File: src/rtl/cd2_ram.sv
`default_nettype none
module cd2_ram #(
  parameter int WIDTH = 32,
  parameter int DEPTH = 128
) (
  input  wire logic                     clk,
  input  wire logic                     we,
  input  wire logic [$clog2(DEPTH)-1:0] waddr,
  input  wire logic [WIDTH-1:0]         wdata,
  input  wire logic [$clog2(DEPTH)-1:0] raddr,
  output logic      [WIDTH-1:0]         rdata
);
  logic [WIDTH-1:0] mem [DEPTH];

  always_ff @(posedge clk) begin
    if (we) mem[waddr] <= wdata;
    rdata <= mem[raddr];
  end
endmodule
`default_nettype wire

File: config.mk
export PLATFORM = sky130hd
export DESIGN_NAME = cd2_ram
export DESIGN_NICKNAME = d
export VERILOG_FILES = /design/src/rtl/cd2_ram.sv
export SDC_FILE = /design/constraint.sdc
export NUM_CORES = 2
export LEC_CHECK = 0
export BUFFER_PORTS_ARGS = -buffer_cell sky130_fd_sc_hd__buf_4
export CAP_MARGIN = 40
export CORE_MARGIN = 2
export CORE_UTILIZATION = 40
export CTS_CLUSTER_SIZE = 24
export DETAILED_ROUTE_END_ITERATION = 7
export SKIP_CTS_REPAIR_TIMING = 1
export SYNTH_ARGS = -nofsm -noshare
export SYNTH_HDL_FRONTEND = slang
export SYNTH_SLANG_ARGS = --single-unit
File: constraint.sdc
create_clock -name clk -period 5.23 [get_ports clk]
set_clock_uncertainty 0.2 [all_clocks]
set_input_delay 0.2615 -clock clk [delete_from_list [all_inputs] [get_ports clk]]
set_output_delay 0.2615 -clock clk [all_outputs]
set_load 0.005 [all_outputs]
==> results.toml <==
[route]
drt_iter0_drc = 9981
avgRoutedWirePerCell_um = 35.5
vias_per_cell = 5.91
vias = 71600
antenna_left = 0
drtPass1Iterations = 5
finalWirelength_mm = 430
top_layer_used = "met5"
wl_met3_mm = 35.5
wl_met1_mm = 165
met2_length_mm = 213
drc_errors = 0

[clock_tree]
clkSinkCount = 4128
cts_tree = "done"
clk_path_buf_depth = 4
cts_max_level = 5
insertion_delay_ns = 0.97
cts_made_buffers = 412
clk_pin_slew_ns = 0.06
root_buffer = "clkbuf_16"

[setup_path]
start_kind = "primary input"
arrival_ns = 4.08
cp_max_fo = 64
cp.required_ns = 5.88
crit_path_cell_trace = "buf_8, buf_12, mux4_2, mux4_2, mux4_2, mux2_2, dlygate4sd3_1"
worst-setup-path-type = "in -> reg"
timing.critical_path.buf_inv = 3
crit_slowest_cell = "mux4_2"
cp-end-kind = "register"
critPathMaxStageDelay_ns = 0.65
cp_top_family = "multiplexers"
crit_top_cell = "mux4_2"

[grt]
grt_pass1_wl_mm = 591
overflow = 0
grt_use_total_pct = 21.5
antenna_found_initial = 54
grt_max_degree = 97
grt_pass1_vias = 71700

[yosys]
synth_fp_nets = 6038
yosysWarningCount = 0
ys_seq_area_share_pct = 79.1
yosysUniqueCellTypes = 17
syn_inst = 5990
synth.avg_cell_area_sq_um = 26.1
synth_area_sq_um = 156000
synth-seq-cells = 4128

[power_and_ir_drop]
ir_drop_v = 0.000324
power_density_nw_per_um2 = 384
p_leak_nw = 55.1

[timing]
min_period_ns = 3.43
tns_ns = 0
slew_violations = 0
max_freq_mhz = 291
grt_setup_unrepaired = "no"
setup_violations = 0
tightest_slew_ns = 1.03
period_share_pct = 65.7
hold_viol = 0
hold_ws_ns = 0.00386
maxSlewHeadroom_pct = 31.1

[floorplanning]
coreArea_sq_um = 389000
dieArea_sq_um = 396000
start_util_pct = 40.2
die_w_um = 629
io_pins = 80
rows = 229
die_h_um = 629

[finish]
final_layout_size_suffix_gt1_share_pct = 36.2
fillerInstances = 31500
final_nets = 6602
syn_to_final_growth_pct = 15.6

[outcome]
status = "completed"

[placement]
portBuffers = 79
hpwlAfterDp_mm = 250
gp_congestion = 0.809

[flow_run]
maxCapViolCount = 0

[worst_hold_path]
hold_class = "in -> reg"
metal layers:
layer  up-vias  track usage, %
met5         -               0
met4        16            7.45
met3       644            3.11
met1     39700            29.3
li1      27600               -
met2      3652            35.6
stage by stage:
stage / std cells / utilization, % / area, sq um / setup slack (ns) / total power, W
CTS: 12100 / 46.3 / 180000 / 2.21 / 0.0698
floorplan: 5990 / - / 156000 / 1.53 / 0.0390
global placement: 11300 / 42.7 / 166000 / 1.22 / 0.0410
global route: 12100 / 46.4 / 181000 / 1.80 / 0.0711
finish: 12100 / 46.4 / 181000 / 1.80 / 0.0693
detailed placement: 11300 / 42.9 / 167000 / 1.20 / 0.0411
cells in the mapped netlist:
library cell,n,area (sq um)
buf_1,50,188
buf_2,79,395
buf_4,3,22.5
buf_6,2,22.5
clkbuf_1,182,683
dfxtp_1,32,641
edfxtp_1,4096,123000
mux2_2,32,360
mux4_2,1344,30300
nand2_1,14,52.6
nand2b_1,2,12.5
nand3_1,12,60.1
nand4_1,3,18.8
nor2_1,122,458
nor2b_1,7,43.8
nor3_1,9,45.0
or3_1,1,6.26
cell usage in the layout (no fill, tap or decap), types with 8 or more instances in the layout:
cell           netlist  final
buf_12               0     65
buf_16               0     23
buf_4                3    327
bufinv_16            0     34
clkbuf_1           182     99
clkbuf_16            0    416
clkbuf_8             0      8
clkinv_1             0     97
clkinv_2             0     75
clkinv_8             0      9
dfxtp_1             32     32
diode_2              0     19
dlygate4sd3_1        0     45
edfxtp_1          4096   4096
mux2_2              32     32
mux4_2            1344   1344
nand2_1             14     11
nand3_1             12      8
nor2_4               0    119
nor3_2               0      9
worst register-to-register path: stages (launching register included):
cell           delay, ns
edfxtp_1            0.36
mux4_2              0.49
mux4_2              0.66
mux4_2              0.67
mux2_2              0.32
dlygate4sd3_1       0.57
state kept, by name, summed over array words and instances (netlist names):
signal  cells
mem      4096
rdata      32
kinds of logic after synthesis:
logic type / synth area share [%]
flip-flops: 79.1
multiplexers: 19.6
buffers and inverters: 0.839
AND/OR/NAND/NOR: 0.446
area by class of cell:
cell class                      instances  area [sq um]  area share, %
Clock buffer                          523         10900           6.03
Tap cell                             5197          6500           3.60
Sequential cell                      4128        124000           68.5
Antenna cell                           19          47.5         0.0263
Multi-Input combinational cell       1546         32300           17.9
Clock inverter                        241          2290           1.27
Timing Repair Buffer                  466          4930           2.73
power breakdown:
group | internal, W | leakage, nW | switching, W
registers | 0.0365 | 37.1 | 0.000185
clock network | 0.0164 | 6.43 | 0.0125
logic | 0.00145 | 11.6 | 0.00226
total | 0.0544 | 55.1 | 0.0149
final timing paths:
check                                 start     endpoint  slack [ns]  cells past startpoint
worst min register to register  mem[94][18]    rdata[18]        0.93                      4
worst max-delay path               raddr[2]     rdata[8]        1.80                      7
worst max register to register   mem[87][8]     rdata[8]        1.87                      5
worst min-delay path              wdata[17]  mem[70][17]       0.004                      2
Power figures use the tool's default switching activity.
