--- config.mk ---
export PLATFORM = sky130hd
export DESIGN_NAME = cd2_front
export DESIGN_NICKNAME = d
export VERILOG_FILES = /design/src/rtl/cd2_pkg.sv /design/src/rtl/cd2_front.sv
export SDC_FILE = /design/constraint.sdc
export NUM_CORES = 1
export LEC_CHECK = 0
export ABC_CLOCK_PERIOD_IN_PS = 2350
export BUFFER_PORTS_ARGS = -buffer_cell sky130_fd_sc_hd__buf_4
export CAP_MARGIN = 0
export CORE_MARGIN = 3
export CORE_UTILIZATION = 31
export DETAILED_ROUTE_END_ITERATION = 8
export GPL_TIMING_DRIVEN = 0
export PLACE_DENSITY = 0.67
export SYNTH_ARGS = -nofsm -noshare
export SYNTH_HDL_FRONTEND = slang
export SYNTH_SLANG_ARGS = --single-unit
export TNS_END_PERCENT = 1
--- constraint.sdc ---
create_clock -name clk -period 2.35 [get_ports clk]
set_clock_uncertainty 0.2 [all_clocks]
set_input_delay 0.235 -clock clk [delete_from_list [all_inputs] [get_ports clk]]
set_output_delay 0.235 -clock clk [all_outputs]
set_load 0.01 [all_outputs]
--- src/rtl/cd2_pkg.sv ---
`default_nettype none
package cd2_pkg;

  localparam longint unsigned PI_Q30      = 64'd3373259426;
  localparam longint unsigned TWO_PI_Q30  = 64'd6746518852;
  localparam longint unsigned HALF_PI_Q30 = 64'd1686629713;
  localparam longint unsigned ONE_Q30     = 64'd1073741824;
  localparam int              TAYLOR_TERMS = 12;
  localparam int              COEF_BITS    = 24;

  // Taylor term divisors (2t)(2t+1) for sine and (2t-1)(2t) for cosine
  localparam logic [TAYLOR_TERMS-1:0][9:0] SIN_DIV = {
    10'd506, 10'd420, 10'd342, 10'd272, 10'd210, 10'd156,
    10'd110, 10'd72,  10'd42,  10'd20,  10'd6,   10'd1
  };
  localparam logic [TAYLOR_TERMS-1:0][9:0] COS_DIV = {
    10'd462, 10'd380, 10'd306, 10'd240, 10'd182, 10'd132,
    10'd90,  10'd56,  10'd30,  10'd12,  10'd2,   10'd1
  };

  typedef enum logic [2:0] {
    BK_IDLE,
    BK_SETUP,
    BK_MAC,
    BK_DRAIN,
    BK_DIV,
    BK_OUT
  } cd2_state_t;

  typedef struct packed {
    logic bank;
    logic dir;
  } cd2_job_t;

  typedef struct packed {
    logic [1:0] pend;
    logic [1:0] fifo_cnt;
  } cd2_status_t;

  function automatic logic signed [15:0] q30_to_q15(longint v);
    longint unsigned mag;
    longint r;
    mag = (v < 0) ? longint'(-v) : longint'(v);
    r = longint'((mag + 64'd16384) >> 15);
    if (v < 0) r = -r;
    if (r > 32767) r = 32767;
    if (r < -32768) r = -32768;
    return 16'(r);
  endfunction

  // cos in the upper half, sin in the lower half; ang is the angle in Q30
  function automatic logic [31:0] tw_entry(longint unsigned ang);
    longint unsigned a;
    longint unsigned a2;
    longint unsigned term;
    longint sn;
    longint cn;
    int cs;
    int ss;
    a = ang;
    cs = 1;
    ss = 1;
    if (a > PI_Q30) begin
      a = (a >= TWO_PI_Q30) ? 64'd0 : TWO_PI_Q30 - a;
      ss = -1;
    end
    if (a > HALF_PI_Q30) begin
      a = PI_Q30 - a;
      cs = -1;
    end
    a2 = (a * a) >> 30;
    term = a;
    sn = longint'(a);
    for (int t = 1; t < TAYLOR_TERMS; t++) begin
      term = ((term * a2) >> 30) / SIN_DIV[t];
      sn = (t % 2 == 1) ? sn - longint'(term) : sn + longint'(term);
    end
    term = ONE_Q30;
    cn = longint'(ONE_Q30);
    for (int t = 1; t < TAYLOR_TERMS; t++) begin
      term = ((term * a2) >> 30) / COS_DIV[t];
      cn = (t % 2 == 1) ? cn - longint'(term) : cn + longint'(term);
    end
    return {q30_to_q15((cs < 0) ? -cn : cn), q30_to_q15((ss < 0) ? -sn : sn)};
  endfunction

endpackage
`default_nettype wire

--- src/rtl/cd2_front.sv ---
`default_nettype none
module cd2_front #(
  parameter int BLOCK       = 64,
  parameter int SAMPLE_BITS = 16
) (
  input  wire logic                            clk,
  input  wire logic                            rst,
  input  wire logic                            sample_valid,
  output logic                                 sample_ready,
  input  wire logic [SAMPLE_BITS-1:0]          sample_real,
  input  wire logic [SAMPLE_BITS-1:0]          sample_imag,
  input  wire logic                            dir,
  output logic                                 we,
  output logic [$clog2(BLOCK):0]               waddr,
  output logic [2*SAMPLE_BITS-1:0]             wdata,
  output logic                                 job_valid,
  output cd2_pkg::cd2_job_t                    job,
  input  wire logic                            job_pop,
  input  wire logic                            done,
  output cd2_pkg::cd2_status_t                 status
);
  import cd2_pkg::*;
  localparam int EW = $clog2(BLOCK);

  logic [EW-1:0] cnt;
  logic          wb;
  logic [1:0]    pend;
  logic [1:0]    fcnt;
  cd2_job_t      q0;
  cd2_job_t      q1;
  logic          acc;
  logic          push;
  logic          to_head;

  assign sample_ready = (pend != 2'd2);
  assign acc  = sample_valid && sample_ready;
  assign push = acc && (cnt == EW'(BLOCK - 1));
  assign to_head = (fcnt == {1'b0, job_pop});
  assign we    = acc;
  assign waddr = {wb, cnt};
  assign wdata = {sample_real, sample_imag};
  assign job_valid = (fcnt != 2'd0);
  assign job = q0;
  assign status = '{pend: pend, fifo_cnt: fcnt};

  always_ff @(posedge clk) begin
    if (rst) begin
      cnt  <= '0;
      wb   <= 1'b0;
      pend <= 2'd0;
      fcnt <= 2'd0;
    end else begin
      if (acc) begin
        cnt <= push ? '0 : cnt + 1'b1;
        if (push) wb <= ~wb;
      end
      pend <= pend + {1'b0, push} - {1'b0, done};
      fcnt <= fcnt + {1'b0, push} - {1'b0, job_pop};
    end
  end

  always_ff @(posedge clk) begin
    if (push && to_head) q0 <= '{bank: wb, dir: dir};
    else if (job_pop) q0 <= q1;
    if (push && !to_head) q1 <= '{bank: wb, dir: dir};
  end
endmodule
`default_nettype wire

==> metrics.md, run 1 <==
| Metric | Value |
|---|---|
| Placed Instances | 203 |
| Max-Cap Viols | 0 |
| Synth Flop Type | dfxtp_1 |
| Post-Syn Area | a little under 1000 sq um |
| Period minus WS final | 2.16 ns |
| Gr ovfl total | 0 |
| Syn_nets | 151 |
| Die width | about 63 microns |
| Final instance area | 1530 sq um |
| Wire length per cell | between 10 and 15 microns |
| Max IR drop VDD | 213 uV |
| Area of the multi-input gates | between 300 and 400 sq um |
| Global-route wire length before repair | around 3600 microns |
| Flops & latches, synth | 15 |
| CP top delay family | adder cells |
| CP max FO | 7 |
| CP cell instances | ha_4 -> nand4_2 -> nor3_4 -> inv_2 -> ha_1 -> inv_1 -> ha_1 -> xor2_1 -> xnor2_1 -> nor2_1 |
| Sinks on the clock net | 15 |
| Critical Path Sink Type | flip-flop |
| Layout cell share with drive strength beyond 1 | 60.4% |
| ANT cells | 0 |
| H-Tree Depth | 1 |
| Buf+Inv Stages, Crit Path | 2 |
| Via count | roughly 900 |
| Worst-path clk slew | 0.08 ns |
| Synth top area share | 24.9% |
| Outcome | completed |
| CP Class | flip-flop to flip-flop |
| IO Port Bufs | 53 |
| Worst setup SP type | flip-flop |
| Iteration-0 DRC Markers | 10 |
| CTS root buf | clkbuf_4 |
| NetSw | approximately 180 uW |
| FF+latch area | 348 sq um |
| Worst hold slack | 0.0505 ns |
| Initial antenna violation count | 0 |
| Die Area | 3920 sq um |
| Final non-filler cell total | 211 |
| Slowest stage cell, crit path | dfxtp_4 |
| Die Ht | 62.6 microns |
| GPL Wtd Cong | 0.761 |
| Worst setup margin | 0.187 ns |
| CTS tree | built |
| Drt drc | 0 |
| Synth Area per Inst | approximately 9.2 sq um |
| Top-count cell post-synth | buf_4 |
| DP HPWL | 1960 microns |
| Worst slew margin | 69.1% |
| I/O pin count | 86 |
| FMAX | 0.462 GHz |
| Worst path required time | 2.30 ns |
| CTS max path bufs | 2 |
| Worst hold path class | primary input to flip-flop |
| Synth area leader | buf_4 |
| Endpoints failing setup | 0 |
| Post-synthesis sequential area ratio | approximately a third |
| Mapped Cells | roughly 110 |
| Vias in the first global route | 897 |
| Cts bufs inserted | 3 |
| CP peak stage delay | around 0.4 ns |
| Most used cell, CP | ha_1 |
| Critical Path AT | roughly 2.1 ns |
| Power Internal | 474 uW |
| Synth unique cells | 26 |
| Tcrit/Tclk final | 92.0% |
| Core footprint | ~2900 sq um |
| Initial Util | 34.3% |
| Synth area leaders | buf_4 (25%), dfxtp_1 (22%), edfxtp_1 (12%), ha_1 (6.3%), xnor2_1 (4.4%) |
| Pre-CTS WS | -0.0838 ns |
| # rows | 19 |
| Detail Route Antenna Nets | 0 |
| Switching Share | 27.5% |
| Fillers | 290 |
| All-Layer GR Usage | 11.3% |
| Largest net degree at the start of global routing | 11 |
| Final Util | 52.6% |
| Setup TNS | 0 ns |
| Routed vias/inst | approximately 4.2 |
| Clock power frac | 21.6% |
| Fin nets | approximately 210 |
| Yosys warns | 0 |
| Hold violation total from the final report | 0 |
| Final wirelength | 2270 microns |
| Placed Area | 1450 sq um |
| Leakage | ~0.76 nW |
| Power per Cell Area | roughly 430 nW/um^2 |
| Area growth syn-to-layout | 53.5% |
| Final-report max-slew violation count | 0 |
| Post-synth EDFFs | 4 |
| Flop pwr share | 45.5% |
| Detailed Routing Iterations Pass 1 | 3 |
| Overall Power | between 600 and 700 uW |
| Clock latency on the worst-skew pair | 0.27 ns |
| Synth cell count leaders | buf_4 (33), dfxtp_1 (11), nor2_1 (9) |
| Worst Tran Pin Value | around 0.46 ns |
| FFs w/ async S/R, synth | 0% |
| Comb pwr share | 33.0% |
[worst paths after layout]
check	to	slack, ns	start	depth (start not counted)
hold / removal	cnt[1]$_SDFFE_PP0P_	0.05	sample_valid	3
hold reg to reg	cnt[1]$_SDFFE_PP0P_	0.33	cnt[1]$_SDFFE_PP0P_	2
setup / recovery	fcnt[1]$_SDFF_PP0_	0.19	cnt[0]$_SDFFE_PP0P_	10
setup reg to reg	fcnt[1]$_SDFF_PP0_	0.19	cnt[0]$_SDFFE_PP0P_	10
[registers in the layout (all words and copies together) (netlist names)]
name and count:
fcnt 2, q1 2, pend 2, cnt 6, job 2, wb 1
[kinds of logic (layout without fill, tap and decap cells)]
logic type,count (synthesis),in the layout,synth area share [%]
buf+inv,40,101,27.5
fa+ha+maj,5,5,6.29
compound gates,5,5,3.02
simple gates,33,33,18.9
mux,2,2,3.02
flops,15,15,34.2
xor+xnor,8,8,7.04
[placed cells by master, fill, tap and decap left out, types with 2 or more instances in the layout]
cell,n
xnor2_1,5
mux2_4,2
clkbuf_4,3
nand3_1,3
nor2_1,9
a21oi_1,3
edfxtp_1,4
inv_1,5
dlygate4sd3_1,2
xor2_1,3
nor3_1,4
dfxtp_4,2
nand2_1,6
ha_1,4
nor2b_1,2
dfxtp_1,9
clkbuf_1,2
buf_4,88
[power groups by stage]
stage	Combinational, mW	Clock (mW)	Sequential (mW)
5_1_grt	0.235	0.162	0.301
6_report	0.215	0.141	0.297
3_5_place_dp	0.214	0	0.301
3_3_place_gp	0.211	0	0.300
4_1_cts	0.218	0.151	0.296
2_1_floorplan	0.114	0	0.305
[what timing repair did]
action / 4_1_cts / 5_1_grt
hold buffers: 2 / 0
endpoints found under the hold margin: 2 / 0
endpoints found under the setup margin: 2 / 2
gates resized for setup: 3 / 4
pin swaps: 0 / 2
buffers inserted: 0 / 2
[area by class of cell]
cell class	instances	area share (%)
timing repair buffer	57	28.4
multi-input combinational	53	25.7
sequential	15	22.8
buffer	34	16.5
tap	42	3.44
clock buffer	4	1.72
inverter	6	1.48
[worst register-to-register path, cell delays in order, from the launching register on]
cell and delay [ns]:
dfxtp_4 0.40, ha_4 0.17, nand4_2 0.14, nor3_4 0.19, inv_2 0.07, ha_1 0.27
inv_1 0.04, ha_1 0.18, xor2_1 0.18, xnor2_1 0.14, nor2_1 0.06
[metal layers]
layer / routed length [microns] / GRT usage (%)
met1: 862 / 11.7
met2: 1170 / 20.5
met3: 239 / 3.96
met4: 0 / 4.68
met5: 0 / 0
Note: power is estimated with default switching activity, not from simulation.
==> run 2, diff against run 1 <==
Settings changed: PLACE_DENSITY 0.67 to default, PLACE_DENSITY_LB_ADDON from default to 0.15.
==> metrics.md, run 2 (synthesis gave the netlist of run 1 again) <==
| Metric | Value |
|---|---|
| GPL Wtd Cong | approximately 0.7 |
| Period minus WS final | 2.19 ns |
| Crit. Startpoint | cnt[0]$_SDFFE_PP0P_ |
| CTS tree | built |
| Worst slew margin | 70.4% |
| Top reg by flops | cnt |
| Cts bufs inserted | 3 |
| Metal3 WL | 235 microns |
| Drt drc | 0 |
| Vias in the first global route | about 940 |
| Commonest non-fill, non-tap cell in the layout | buf_4 |
| Largest net degree at the start of global routing | 11 |
| I/O pin count | 86 |
| Worst-path clk slew | 0.09 ns |
| All-Layer GR Usage | between 10% and 20% |
| Pre-CTS WS | -0.0882 ns |
| HP Start | sample_valid |
| # rows | 19 |
| Area growth syn-to-layout | 57.2% |
| Wire length per cell | 11.0 microns |
| H-Tree Depth | 1 |
| Placed Area | 1450 sq um |
| Met1 WL | 812 microns |
| Core footprint | 2900 sq um |
| IO Port Bufs | 53 |
| FMAX | 0.456 GHz |
| Critical Path Sink Type | flip-flop |
| Clock latency on the worst-skew pair | about 0.28 ns |
| Setup TNS | 0 ns |
| Outcome | completed |
| Routed vias/inst | 4.32 |
| Critical R2R Launch | cnt[0]$_SDFFE_PP0P_ |
| Power per Cell Area | 426 nW/um^2 |
| Top Layer Used | met3 |
| Hold violation total from the final report | 0 |
| Max-Cap Viols | 0 |
| Die width | 62.6 microns |
| CTS root buf | clkbuf_4 |
| Tcrit/Tclk final | 93.3% |
| Worst setup margin | 0.157 ns |
| Final-report max-slew violation count | 0 |
| Worst Tran Pin Value | 0.445 ns |
| Max IR drop VDD | ~320 uV |
| Critical Path AT | 2.16 ns |
| Wire length on met2 | 1290 microns |
| Layout cell share with drive strength beyond 1 | about three fifths |
| Iteration-0 DRC Markers | 31 |
| Placed Instances | between 200 and 250 |
| Gr ovfl total | 0 |
| CP max FO | 5 |
| Max reg flops | 6 |
| Final instance area | 1560 sq um |
| Most frequent cells in the layout | buf_4 (90), nor2_1 (9), dfxtp_1 (9) |
| Worst path required time | 2.32 ns |
| Final non-filler cell total | approximately 210 |
| Fin nets | 215 |
| Final wirelength | 2330 microns |
| CTS max path bufs | 2 |
| Worst hold path class | primary input to flip-flop |
| Hold Crit Depth | 3 |
| Sinks on the clock net | 15 |
| Die Area | 3920 sq um |
| ANT cells | 0 |
| Global-route wire length before repair | 3770 microns |
| Via count | 920 |
| Initial Util | between 30 and 40% |
| Leakage | 0.781 nW |
| Die Ht | between 60 and 70 microns |
| Worst setup SP type | flip-flop |
| Reg2reg setup slack | 0.16 ns |
| Detail Route Antenna Nets | 0 |
| Endpoints failing setup | 0 |
| Initial antenna violation count | 0 |
| DP HPWL | about 1900 microns |
| Detailed Routing Iterations Pass 1 | 4 |
| CP Class | flip-flop to flip-flop |
| R2R cell count | 10 |
run 2: cell count changes in the layout (fill, tap and decap cells not counted), sizes merged:
cell	delta
clkbuf	-1
clkinv	+1
buf	+2
run 2: routing by layer:
metal | vias to the layer above | GRT usage [%]
li1 | 446 | -
met1 | 416 | 12.3
met2 | 58 | 20.9
met3 | 0 | 4.32
met4 | 0 | 1.65
met5 | - | 0
run 2: what timing repair did:
item	4_1_cts	5_1_grt
buffers inserted	0	4
endpoints found under the setup margin	2	2
hold endpoints to repair	2	0
pin swaps	1	3
resized for setup	3	6
hold buffers	2	0
run 2: where the power goes:
part / switching (mW) / internal [mW]
sequential: 0.0172 / 0.279
clock: 0.0829 / 0.0631
combinational: 0.0900 / 0.135
run 2: path summary, 6_finish.rpt:
kind / endpoint
worst max-delay path: fcnt[1]$_SDFF_PP0_
worst max register to register: fcnt[1]$_SDFF_PP0_
worst min-delay path: cnt[1]$_SDFFE_PP0P_
worst min register to register: q1[1]$_DFFE_PP_
run 2: layout make-up:
type | instances | area, sq um
buffer | 34 | 251
clock buffer | 3 | 22.5
timing repair buffer | 59 | 448
multi-input combinational | 53 | 414
sequential | 15 | 348
inverter | 6 | 22.5
tap | 42 | 52.6
fill | 271 | 1340
clock inverter | 1 | 5.00
run 2: critical path, cell delays in order (launching register included):
cell	delay, ns
dfxtp_4	0.40
ha_4	0.17
nand4_4	0.12
nor3_4	0.27
inv_2	0.09
ha_1	0.27
inv_1	0.04
ha_1	0.18
xor2_1	0.16
xnor2_1	0.13
nor2_1	0.05
run 2: through the flow:
stage / hold WS [ns] / utilization (%) / total power [mW]
3_5_place_dp: 0.206 / 49.8 / 0.515
5_1_grt: 0.0430 / 53.9 / 0.714
2_1_floorplan: 0.107 / - / 0.419
6_report: 0.0404 / 53.9 / 0.667
4_1_cts: 0.0357 / 51.6 / 0.670
3_3_place_gp: 0.204 / 49.8 / 0.512
