`src/rtl/cd2_pkg.sv`:
```
`default_nettype none
package cd2_pkg;

  localparam longint unsigned PI_Q30      = 64'd3373259426;
  localparam longint unsigned TWO_PI_Q30  = 64'd6746518852;
  localparam longint unsigned HALF_PI_Q30 = 64'd1686629713;
  localparam longint unsigned ONE_Q30     = 64'd1073741824;
  localparam int              TAYLOR_TERMS = 12;
  localparam int              COEF_BITS    = 24;

  // Taylor term divisors (2t)(2t+1) for sine and (2t-1)(2t) for cosine
  localparam logic [TAYLOR_TERMS-1:0][9:0] SIN_DIV = {
    10'd506, 10'd420, 10'd342, 10'd272, 10'd210, 10'd156,
    10'd110, 10'd72,  10'd42,  10'd20,  10'd6,   10'd1
  };
  localparam logic [TAYLOR_TERMS-1:0][9:0] COS_DIV = {
    10'd462, 10'd380, 10'd306, 10'd240, 10'd182, 10'd132,
    10'd90,  10'd56,  10'd30,  10'd12,  10'd2,   10'd1
  };

  typedef enum logic [2:0] {
    BK_IDLE,
    BK_SETUP,
    BK_MAC,
    BK_DRAIN,
    BK_DIV,
    BK_OUT
  } cd2_state_t;

  typedef struct packed {
    logic bank;
    logic dir;
  } cd2_job_t;

  typedef struct packed {
    logic [1:0] pend;
    logic [1:0] fifo_cnt;
  } cd2_status_t;

  function automatic logic signed [15:0] q30_to_q15(longint v);
    longint unsigned mag;
    longint r;
    mag = (v < 0) ? longint'(-v) : longint'(v);
    r = longint'((mag + 64'd16384) >> 15);
    if (v < 0) r = -r;
    if (r > 32767) r = 32767;
    if (r < -32768) r = -32768;
    return 16'(r);
  endfunction

  // cos in the upper half, sin in the lower half; ang is the angle in Q30
  function automatic logic [31:0] tw_entry(longint unsigned ang);
    longint unsigned a;
    longint unsigned a2;
    longint unsigned term;
    longint sn;
    longint cn;
    int cs;
    int ss;
    a = ang;
    cs = 1;
    ss = 1;
    if (a > PI_Q30) begin
      a = (a >= TWO_PI_Q30) ? 64'd0 : TWO_PI_Q30 - a;
      ss = -1;
    end
    if (a > HALF_PI_Q30) begin
      a = PI_Q30 - a;
      cs = -1;
    end
    a2 = (a * a) >> 30;
    term = a;
    sn = longint'(a);
    for (int t = 1; t < TAYLOR_TERMS; t++) begin
      term = ((term * a2) >> 30) / SIN_DIV[t];
      sn = (t % 2 == 1) ? sn - longint'(term) : sn + longint'(term);
    end
    term = ONE_Q30;
    cn = longint'(ONE_Q30);
    for (int t = 1; t < TAYLOR_TERMS; t++) begin
      term = ((term * a2) >> 30) / COS_DIV[t];
      cn = (t % 2 == 1) ? cn - longint'(term) : cn + longint'(term);
    end
    return {q30_to_q15((cs < 0) ? -cn : cn), q30_to_q15((ss < 0) ? -sn : sn)};
  endfunction

endpackage
`default_nettype wire

```
`src/rtl/cd2_div.sv`:
```
`default_nettype none
module cd2_div #(
  parameter int ACCW  = 39,
  parameter int BLOCK = 64
) (
  input  wire logic                   clk,
  input  wire logic                   rst,
  input  wire logic                   start,
  input  wire logic                   dir,
  input  wire logic signed [ACCW-1:0] acc,
  output logic                        ready,
  output logic signed [23:0]          result
);
  import cd2_pkg::*;
  localparam int TW = ACCW + 1 - 15;
  localparam int QW = (TW > 25) ? TW : 25;
  localparam int LB = $clog2(BLOCK);
  localparam int SH = TW + LB;
  localparam int MW = TW + 1;
  localparam logic [MW-1:0] RECIP = MW'(((64'd1 << SH) + BLOCK - 1) / BLOCK);

  logic [ACCW-1:0]  mag;
  logic [ACCW:0]    sum;
  logic [TW-1:0]    quo;
  logic [TW+MW-1:0] prod;
  logic             neg;
  logic             busy;
  logic [QW-1:0]    qx;

  assign mag = acc[ACCW-1] ? ACCW'(-acc) : ACCW'(acc);
  assign sum = {1'b0, mag} + (dir ? (ACCW+1)'(16384 * BLOCK) : (ACCW+1)'(16384));
  assign prod = {{MW{1'b0}}, quo} * {{TW{1'b0}}, RECIP};
  assign qx = QW'(quo);

  always_ff @(posedge clk) begin
    if (rst) begin
      busy  <= 1'b0;
      ready <= 1'b0;
    end else if (start) begin
      busy  <= dir;
      ready <= ~dir;
      quo   <= sum[ACCW:15];
      neg   <= acc[ACCW-1];
    end else if (busy) begin
      quo   <= TW'(prod[TW+MW-1:SH]);
      busy  <= 1'b0;
      ready <= 1'b1;
    end
  end

  always_comb begin
    if (neg) result = (qx > QW'(8388608)) ? 24'sh800000 : 24'(-qx);
    else result = (qx > QW'(8388607)) ? 24'sh7fffff : qx[23:0];
  end
endmodule
`default_nettype wire

```
`src/rtl/cd2_back.sv`:
```
`default_nettype none
module cd2_back #(
  parameter int ROWS        = 8,
  parameter int COLS        = 8,
  parameter int SAMPLE_BITS = 16
) (
  input  wire logic                            clk,
  input  wire logic                            rst,
  input  wire logic                            job_valid,
  input  cd2_pkg::cd2_job_t                    job,
  output logic                                 job_pop,
  output logic [$clog2(ROWS*COLS):0]           raddr,
  input  wire logic [2*SAMPLE_BITS-1:0]        rdata,
  output logic                                 coef_valid,
  input  wire logic                            coef_ready,
  output logic signed [23:0]                   coef_real,
  output logic signed [23:0]                   coef_imag,
  output logic                                 frame_end,
  output logic                                 done
);
  import cd2_pkg::*;
  localparam int BLOCK = ROWS * COLS;
  localparam int EW    = $clog2(BLOCK);
  localparam int PW    = $clog2(COLS);
  localparam int SB    = SAMPLE_BITS;
  localparam int ACCW  = SB + 17 + EW;
  localparam int N0    = -(COLS / 2);
  localparam int M0    = -(ROWS / 2);
  localparam int DU0   = (((N0 * ROWS) % BLOCK) + BLOCK) % BLOCK;
  localparam int SU0   = (((N0 * N0 * ROWS) % BLOCK) + BLOCK) % BLOCK;
  localparam int CSU   = DU0;
  localparam int DV0   = (((M0 * COLS) % BLOCK) + BLOCK) % BLOCK;
  localparam int SV0   = (((M0 * M0 * COLS) % BLOCK) + BLOCK) % BLOCK;
  localparam int CSV   = DV0;

  function automatic logic [EW-1:0] addm(logic [EW-1:0] a, logic [EW-1:0] b);
    logic [EW:0] s;
    s = {1'b0, a} + {1'b0, b};
    return (s >= (EW+1)'(BLOCK)) ? EW'(s - (EW+1)'(BLOCK)) : s[EW-1:0];
  endfunction

  logic [31:0] tw_tab [BLOCK];
  for (genvar g = 0; g < BLOCK; g++) begin : g_tw
    localparam longint unsigned ANG =
      (TWO_PI_Q30 * longint'(g) + longint'(BLOCK / 2)) / longint'(BLOCK);
    localparam logic [31:0] ENTRY = tw_entry(ANG);
    assign tw_tab[g] = ENTRY;
  end

  cd2_state_t state;
  cd2_state_t state_next;
  logic            bank;
  logic            dirr;
  logic [EW-1:0]   idx;
  logic [PW-1:0]   pn;
  logic [PW-1:0]   pu;
  logic [EW-1:0]   cidx;
  logic [EW-1:0]   du, su, dv, sv, erow, e;
  logic [EW-1:0]   k;
  logic [EW-1:0]   k1;
  logic            v1, v2;
  logic signed [SB+15:0] p_cx, p_sy, p_cy, p_sx;
  logic signed [ACCW-1:0] acc_r, acc_i;
  logic signed [15:0] tc, ts;
  logic signed [SB-1:0] xr, xi;
  logic            div_start;
  logic            rdy_r, rdy_i;
  logic signed [23:0] res_r, res_i;
  logic [EW-1:0]   erow_n;
  logic            out_acc;
  logic            issue;

  assign k  = (dirr && e != '0) ? EW'((EW+1)'(BLOCK) - {1'b0, e}) : e;
  assign tc = tw_tab[k1][31:16];
  assign ts = tw_tab[k1][15:0];
  assign xr = rdata[2*SB-1:SB];
  assign xi = rdata[SB-1:0];
  assign raddr = {bank, idx};
  assign erow_n = addm(erow, dv);
  assign out_acc = coef_valid && coef_ready;

  always_comb begin
    state_next = state;
    unique case (state)
      BK_IDLE:  if (job_valid) state_next = BK_SETUP;
      BK_SETUP: state_next = BK_MAC;
      BK_MAC:   if (idx == EW'(BLOCK - 1)) state_next = BK_DRAIN;
      BK_DRAIN: if (!v1 && !v2) state_next = BK_DIV;
      BK_DIV:   if (rdy_r && rdy_i) state_next = BK_OUT;
      BK_OUT:   if (coef_ready) state_next = (cidx == EW'(BLOCK - 1)) ? BK_IDLE : BK_SETUP;
      default:  state_next = BK_IDLE;
    endcase
  end

  always_comb begin
    job_pop    = 1'b0;
    issue      = 1'b0;
    div_start  = 1'b0;
    coef_valid = 1'b0;
    done       = 1'b0;
    unique case (state)
      BK_IDLE:  job_pop = job_valid;
      BK_SETUP: ;
      BK_MAC:   issue = 1'b1;
      BK_DRAIN: div_start = !v1 && !v2;
      BK_DIV:   ;
      BK_OUT: begin
        coef_valid = 1'b1;
        done = coef_ready && (cidx == EW'(BLOCK - 1));
      end
      default: ;
    endcase
  end

  always_ff @(posedge clk) begin
    if (rst) begin
      state <= BK_IDLE;
      v1    <= 1'b0;
      v2    <= 1'b0;
    end else begin
      state <= state_next;
      v1    <= issue;
      v2    <= v1;
    end
  end

  always_ff @(posedge clk) begin
    if (job_pop) begin
      bank <= job.bank;
      dirr <= job.dir;
      du   <= EW'(DU0);
      su   <= EW'(SU0);
      dv   <= EW'(DV0);
      sv   <= EW'(SV0);
      cidx <= '0;
      pu   <= '0;
    end
    if (state == BK_SETUP) begin
      e     <= addm(su, sv);
      erow  <= addm(su, sv);
      idx   <= '0;
      pn    <= '0;
      acc_r <= '0;
      acc_i <= '0;
    end
    if (issue) begin
      k1  <= k;
      idx <= idx + 1'b1;
      if (pn == PW'(COLS - 1)) begin
        pn   <= '0;
        erow <= erow_n;
        e    <= erow_n;
      end else begin
        pn <= pn + 1'b1;
        e  <= addm(e, du);
      end
    end
    if (v1) begin
      p_cx <= tc * xr;
      p_sy <= ts * xi;
      p_cy <= tc * xi;
      p_sx <= ts * xr;
    end
    if (v2) begin
      acc_r <= acc_r + ACCW'(p_cx) + ACCW'(p_sy);
      acc_i <= acc_i + ACCW'(p_cy) - ACCW'(p_sx);
    end
    if (state == BK_DIV && rdy_r && rdy_i) begin
      coef_real <= res_r;
      coef_imag <= res_i;
      frame_end <= (cidx == EW'(BLOCK - 1));
    end
    if (out_acc) begin
      cidx <= cidx + 1'b1;
      if (pu == PW'(COLS - 1)) begin
        pu <= '0;
        du <= EW'(DU0);
        su <= EW'(SU0);
        dv <= addm(dv, EW'(COLS));
        sv <= addm(sv, EW'(CSV));
      end else begin
        pu <= pu + 1'b1;
        du <= addm(du, EW'(ROWS));
        su <= addm(su, EW'(CSU));
      end
    end
  end

  cd2_div #(.ACCW(ACCW), .BLOCK(BLOCK)) u_div_r (
    .clk(clk), .rst(rst), .start(div_start), .dir(dirr), .acc(acc_r),
    .ready(rdy_r), .result(res_r)
  );

  cd2_div #(.ACCW(ACCW), .BLOCK(BLOCK)) u_div_i (
    .clk(clk), .rst(rst), .start(div_start), .dir(dirr), .acc(acc_i),
    .ready(rdy_i), .result(res_i)
  );
endmodule
`default_nettype wire
```
`config.mk`:
```
export PLATFORM = sky130hd
export DESIGN_NAME = cd2_back
export DESIGN_NICKNAME = d
export VERILOG_FILES = /design/src/rtl/cd2_pkg.sv /design/src/rtl/cd2_div.sv /design/src/rtl/cd2_back.sv
export SDC_FILE = /design/constraint.sdc
export NUM_CORES = 2
export LEC_CHECK = 0
export CORE_MARGIN = 1
export CORE_UTILIZATION = 40
export CTS_BUF_LIST = sky130_fd_sc_hd__clkbuf_16
export CTS_CLUSTER_SIZE = 8
export DETAILED_ROUTE_END_ITERATION = 7
export DONT_BUFFER_PORTS = 1
export PLACE_DENSITY = 0.53
export REMOVE_ABC_BUFFERS = 1
export SLEW_MARGIN = 20
export SYNTH_ARGS = -nofsm -noshare
export SYNTH_HDL_FRONTEND = slang
export SYNTH_HIERARCHICAL = 1
export SYNTH_SLANG_ARGS = --single-unit
```
`constraint.sdc`:
```
create_clock -name clk -period 11 [get_ports clk]
set_input_delay 1.1 -clock clk [delete_from_list [all_inputs] [get_ports clk]]
set_output_delay 1.1 -clock clk [all_outputs]
set_load 0.05 [all_outputs]
```
==> results.toml <==
[detailed_routing]
dr.pass1.iters = 5
wl_met2_mm = 77.67
wirelength_mm = 170.9
drc = 0
dr.first_iter.drc_count = 2621
wire_per_inst_um = 19.13
highest_layer = "met5"
num_vias = 46260
via_per_inst = 5.179
dr_wl_met3_mm = 10.06
ant_nets = 0
drt-met1-wl_mm = 77.86

[flow_run]
drv_cap = 0

[setup_path]
required_ns = 11.39
endpoint_kind = "register"
cp_max_fo = 12
slowest_delay_ns = 0.79
path_delay_family = "adder cells"
critPathBufInv = 6
path_class = "reg2reg"
start_kind = "register"
cpMostUsedCell = "fa_1"
cp.arrival_ns = 9.76
cpMaxStageDelayCell = "a21oi_2"

[clock_tree]
tritoncts = "built"
path_clk_slew_ns = 0.05
cts.sinks = 370
postCtsHoldBufs = 0
clockBufferDepth = 3
numCtsBuffers = 56
cts_root_buf = "clkbuf_16"
postCtsSetupRepairBufs = 0
clk_latency_ns = 0.69
cts_htree_levels = 2
cts_resized = 0

[place]
gp_congestion = 0.8921
dp_hpwl_mm = 134.3
portBuffers = 0

[synthesis]
ys_seq_elements = 370
post_synth.cell_area_avg_um2 = 9.423
synth_cell_types = 119
synth_ff_type = "edfxtp_1"
synth_seq_area_share = 0.1675
synthCells = 6918
synth_edf_count = 351
async_flop_share = 0
synth_warnings = 6
syn_area_um2 = 65190

[global_route]
grt_first_pass_wirelength_mm = 275.7
grt_usage = 0.2152
antenna_found_initial = 5
grt_max_degree = 65
grt_remaining_overflow = 0
first_global_vias = 48580

[min_path]
min_path_type = "reg2reg"

[finish]
drive_gt1_frac = 0.04209
layout_commonest_cell = "inv_1"
antenna_cells = 0
final_cell_mix = "1,441 x inv_1, 1,127 x fa_1, 713 x nand2_1, 510 x and2_1, 440 x ha_1"
fillers = 15920
syn_to_final_growth_pct = 5.582
nNetsFinal = 8335

[die]
initial_core_util = 0.4046
core_um2 = 161100
dieWidth_um = 405.7
die_area_um2 = 164600
die_y_um = 405.7
rows = 147
ioPinCount = 97

[timing]
period_needed_ns = 9.377
finalCritPeriodShare = 0.8524
slew_violations = 0
finalHoldViolations = 0
max_slew_margin = 0.2825
setup_viol = 0
max_freq_mhz = 106.6
finalClockSkew_ns = 0.07341
fin_setup_tns_ns = 0
rsz0062_at_grt = "false"
tightest_slew_ns = 1.076

[outcome]
status = "completed"
[layout make-up]
cell class              instances  area [um2]  area share
multi-input cells            4827       47760      0.6939
clock inverters                44       257.7    0.003745
repair buffers                 60       470.5    0.006835
inverters                    1415        5311     0.07717
clock buffers                  56        1401     0.02036
flip-flops and latches        370       10920      0.1587
well taps                    2160        2703     0.03927
[synthesized netlist by cell type (15+ instances only)]
cell type	n	area, um2
a21oi_1	245	1226
o21bai_1	26	195.2
edfxtp_1	351	10540
a211oi_1	26	195.2
nand4_1	40	250.2
or2_2	24	150.1
nor4_1	26	162.7
mux2_2	27	304.0
nor2_1	311	1167
fa_1	1127	22560
ha_1	440	5505
mux2i_1	23	230.2
nor2b_1	26	162.7
nor3b_1	15	112.6
o31ai_1	30	225.2
o21a_1	34	255.2
a21o_1	75	563.0
a31oi_1	34	212.7
and2_1	510	3191
nand2b_1	57	356.6
xor2_1	97	849.6
nor3_1	85	425.4
or3_1	28	175.2
xnor2_1	198	1734
clkbuf_1	263	987.2
and3_1	39	244.0
o21ai_0	186	930.9
o211ai_1	22	165.2
dfxtp_1	19	380.4
mux4_2	19	427.9
inv_1	1412	5300
nand3_1	79	395.4
nand2_1	713	2676
[per-stage QoR]
| stage | worst slack (ns) | hold WS, ns | cell area, um2 | utilization | std cells |
|---|---|---|---|---|---|
| global placement | 1.715 | 0.4724 | 67140 | 0.4167 | 8831 |
| finish | 1.623 | 0.4854 | 68830 | 0.4272 | 8932 |
| detailed placement | 1.630 | 0.4788 | 67140 | 0.4167 | 8831 |
| global route | 1.054 | 0.4690 | 68830 | 0.4272 | 8932 |
| CTS | 1.556 | 0.4515 | 68800 | 0.4270 | 8931 |
| floorplan | 1.220 | 0.4513 | 63910 | - | 6612 |
[layer usage]
layer,global-route usage,vias up
met2,0.3428,1038
met3,0.03651,183
li1,-,21470
met1,0.2998,23560
met5,0,-
met4,0.06210,2
[registers in the layout (all words and copies together) (netlist names), 24 cells and up]
register and flops:
u_div_i/quo 25, p_sy 32, p_cy 32, acc_i 39, u_div_r/quo 25, p_cx 32
p_sx 32, coef_imag 24, acc_r 39, coef_real 24
[worst paths after layout]
kind,startpoint,to,slack [ns],cells after the start
setup / recovery,k1[1],p_sx[31],1.62,30
hold / removal,dv[5],dv[5],0.49,1
setup reg to reg,k1[1],p_sx[31],1.62,30
hold reg to reg,dv[5],dv[5],0.49,1
[logic make-up after synthesis]
| group | synth area share |
|---|---|
| AND/OR/NAND/NOR | 0.1598 |
| buffers and inverters | 0.1011 |
| adder cells (fa/ha/maj) | 0.4306 |
| AO/OA/AOI/OAI | 0.08593 |
| flip-flops | 0.1675 |
| XOR/XNOR | 0.03964 |
| multiplexers | 0.01534 |
| other | 0.0001152 |
Power is left out: the tool's default activity adds up to more than one toggle a clock period on the data nets, which glitch-free logic cannot reach.
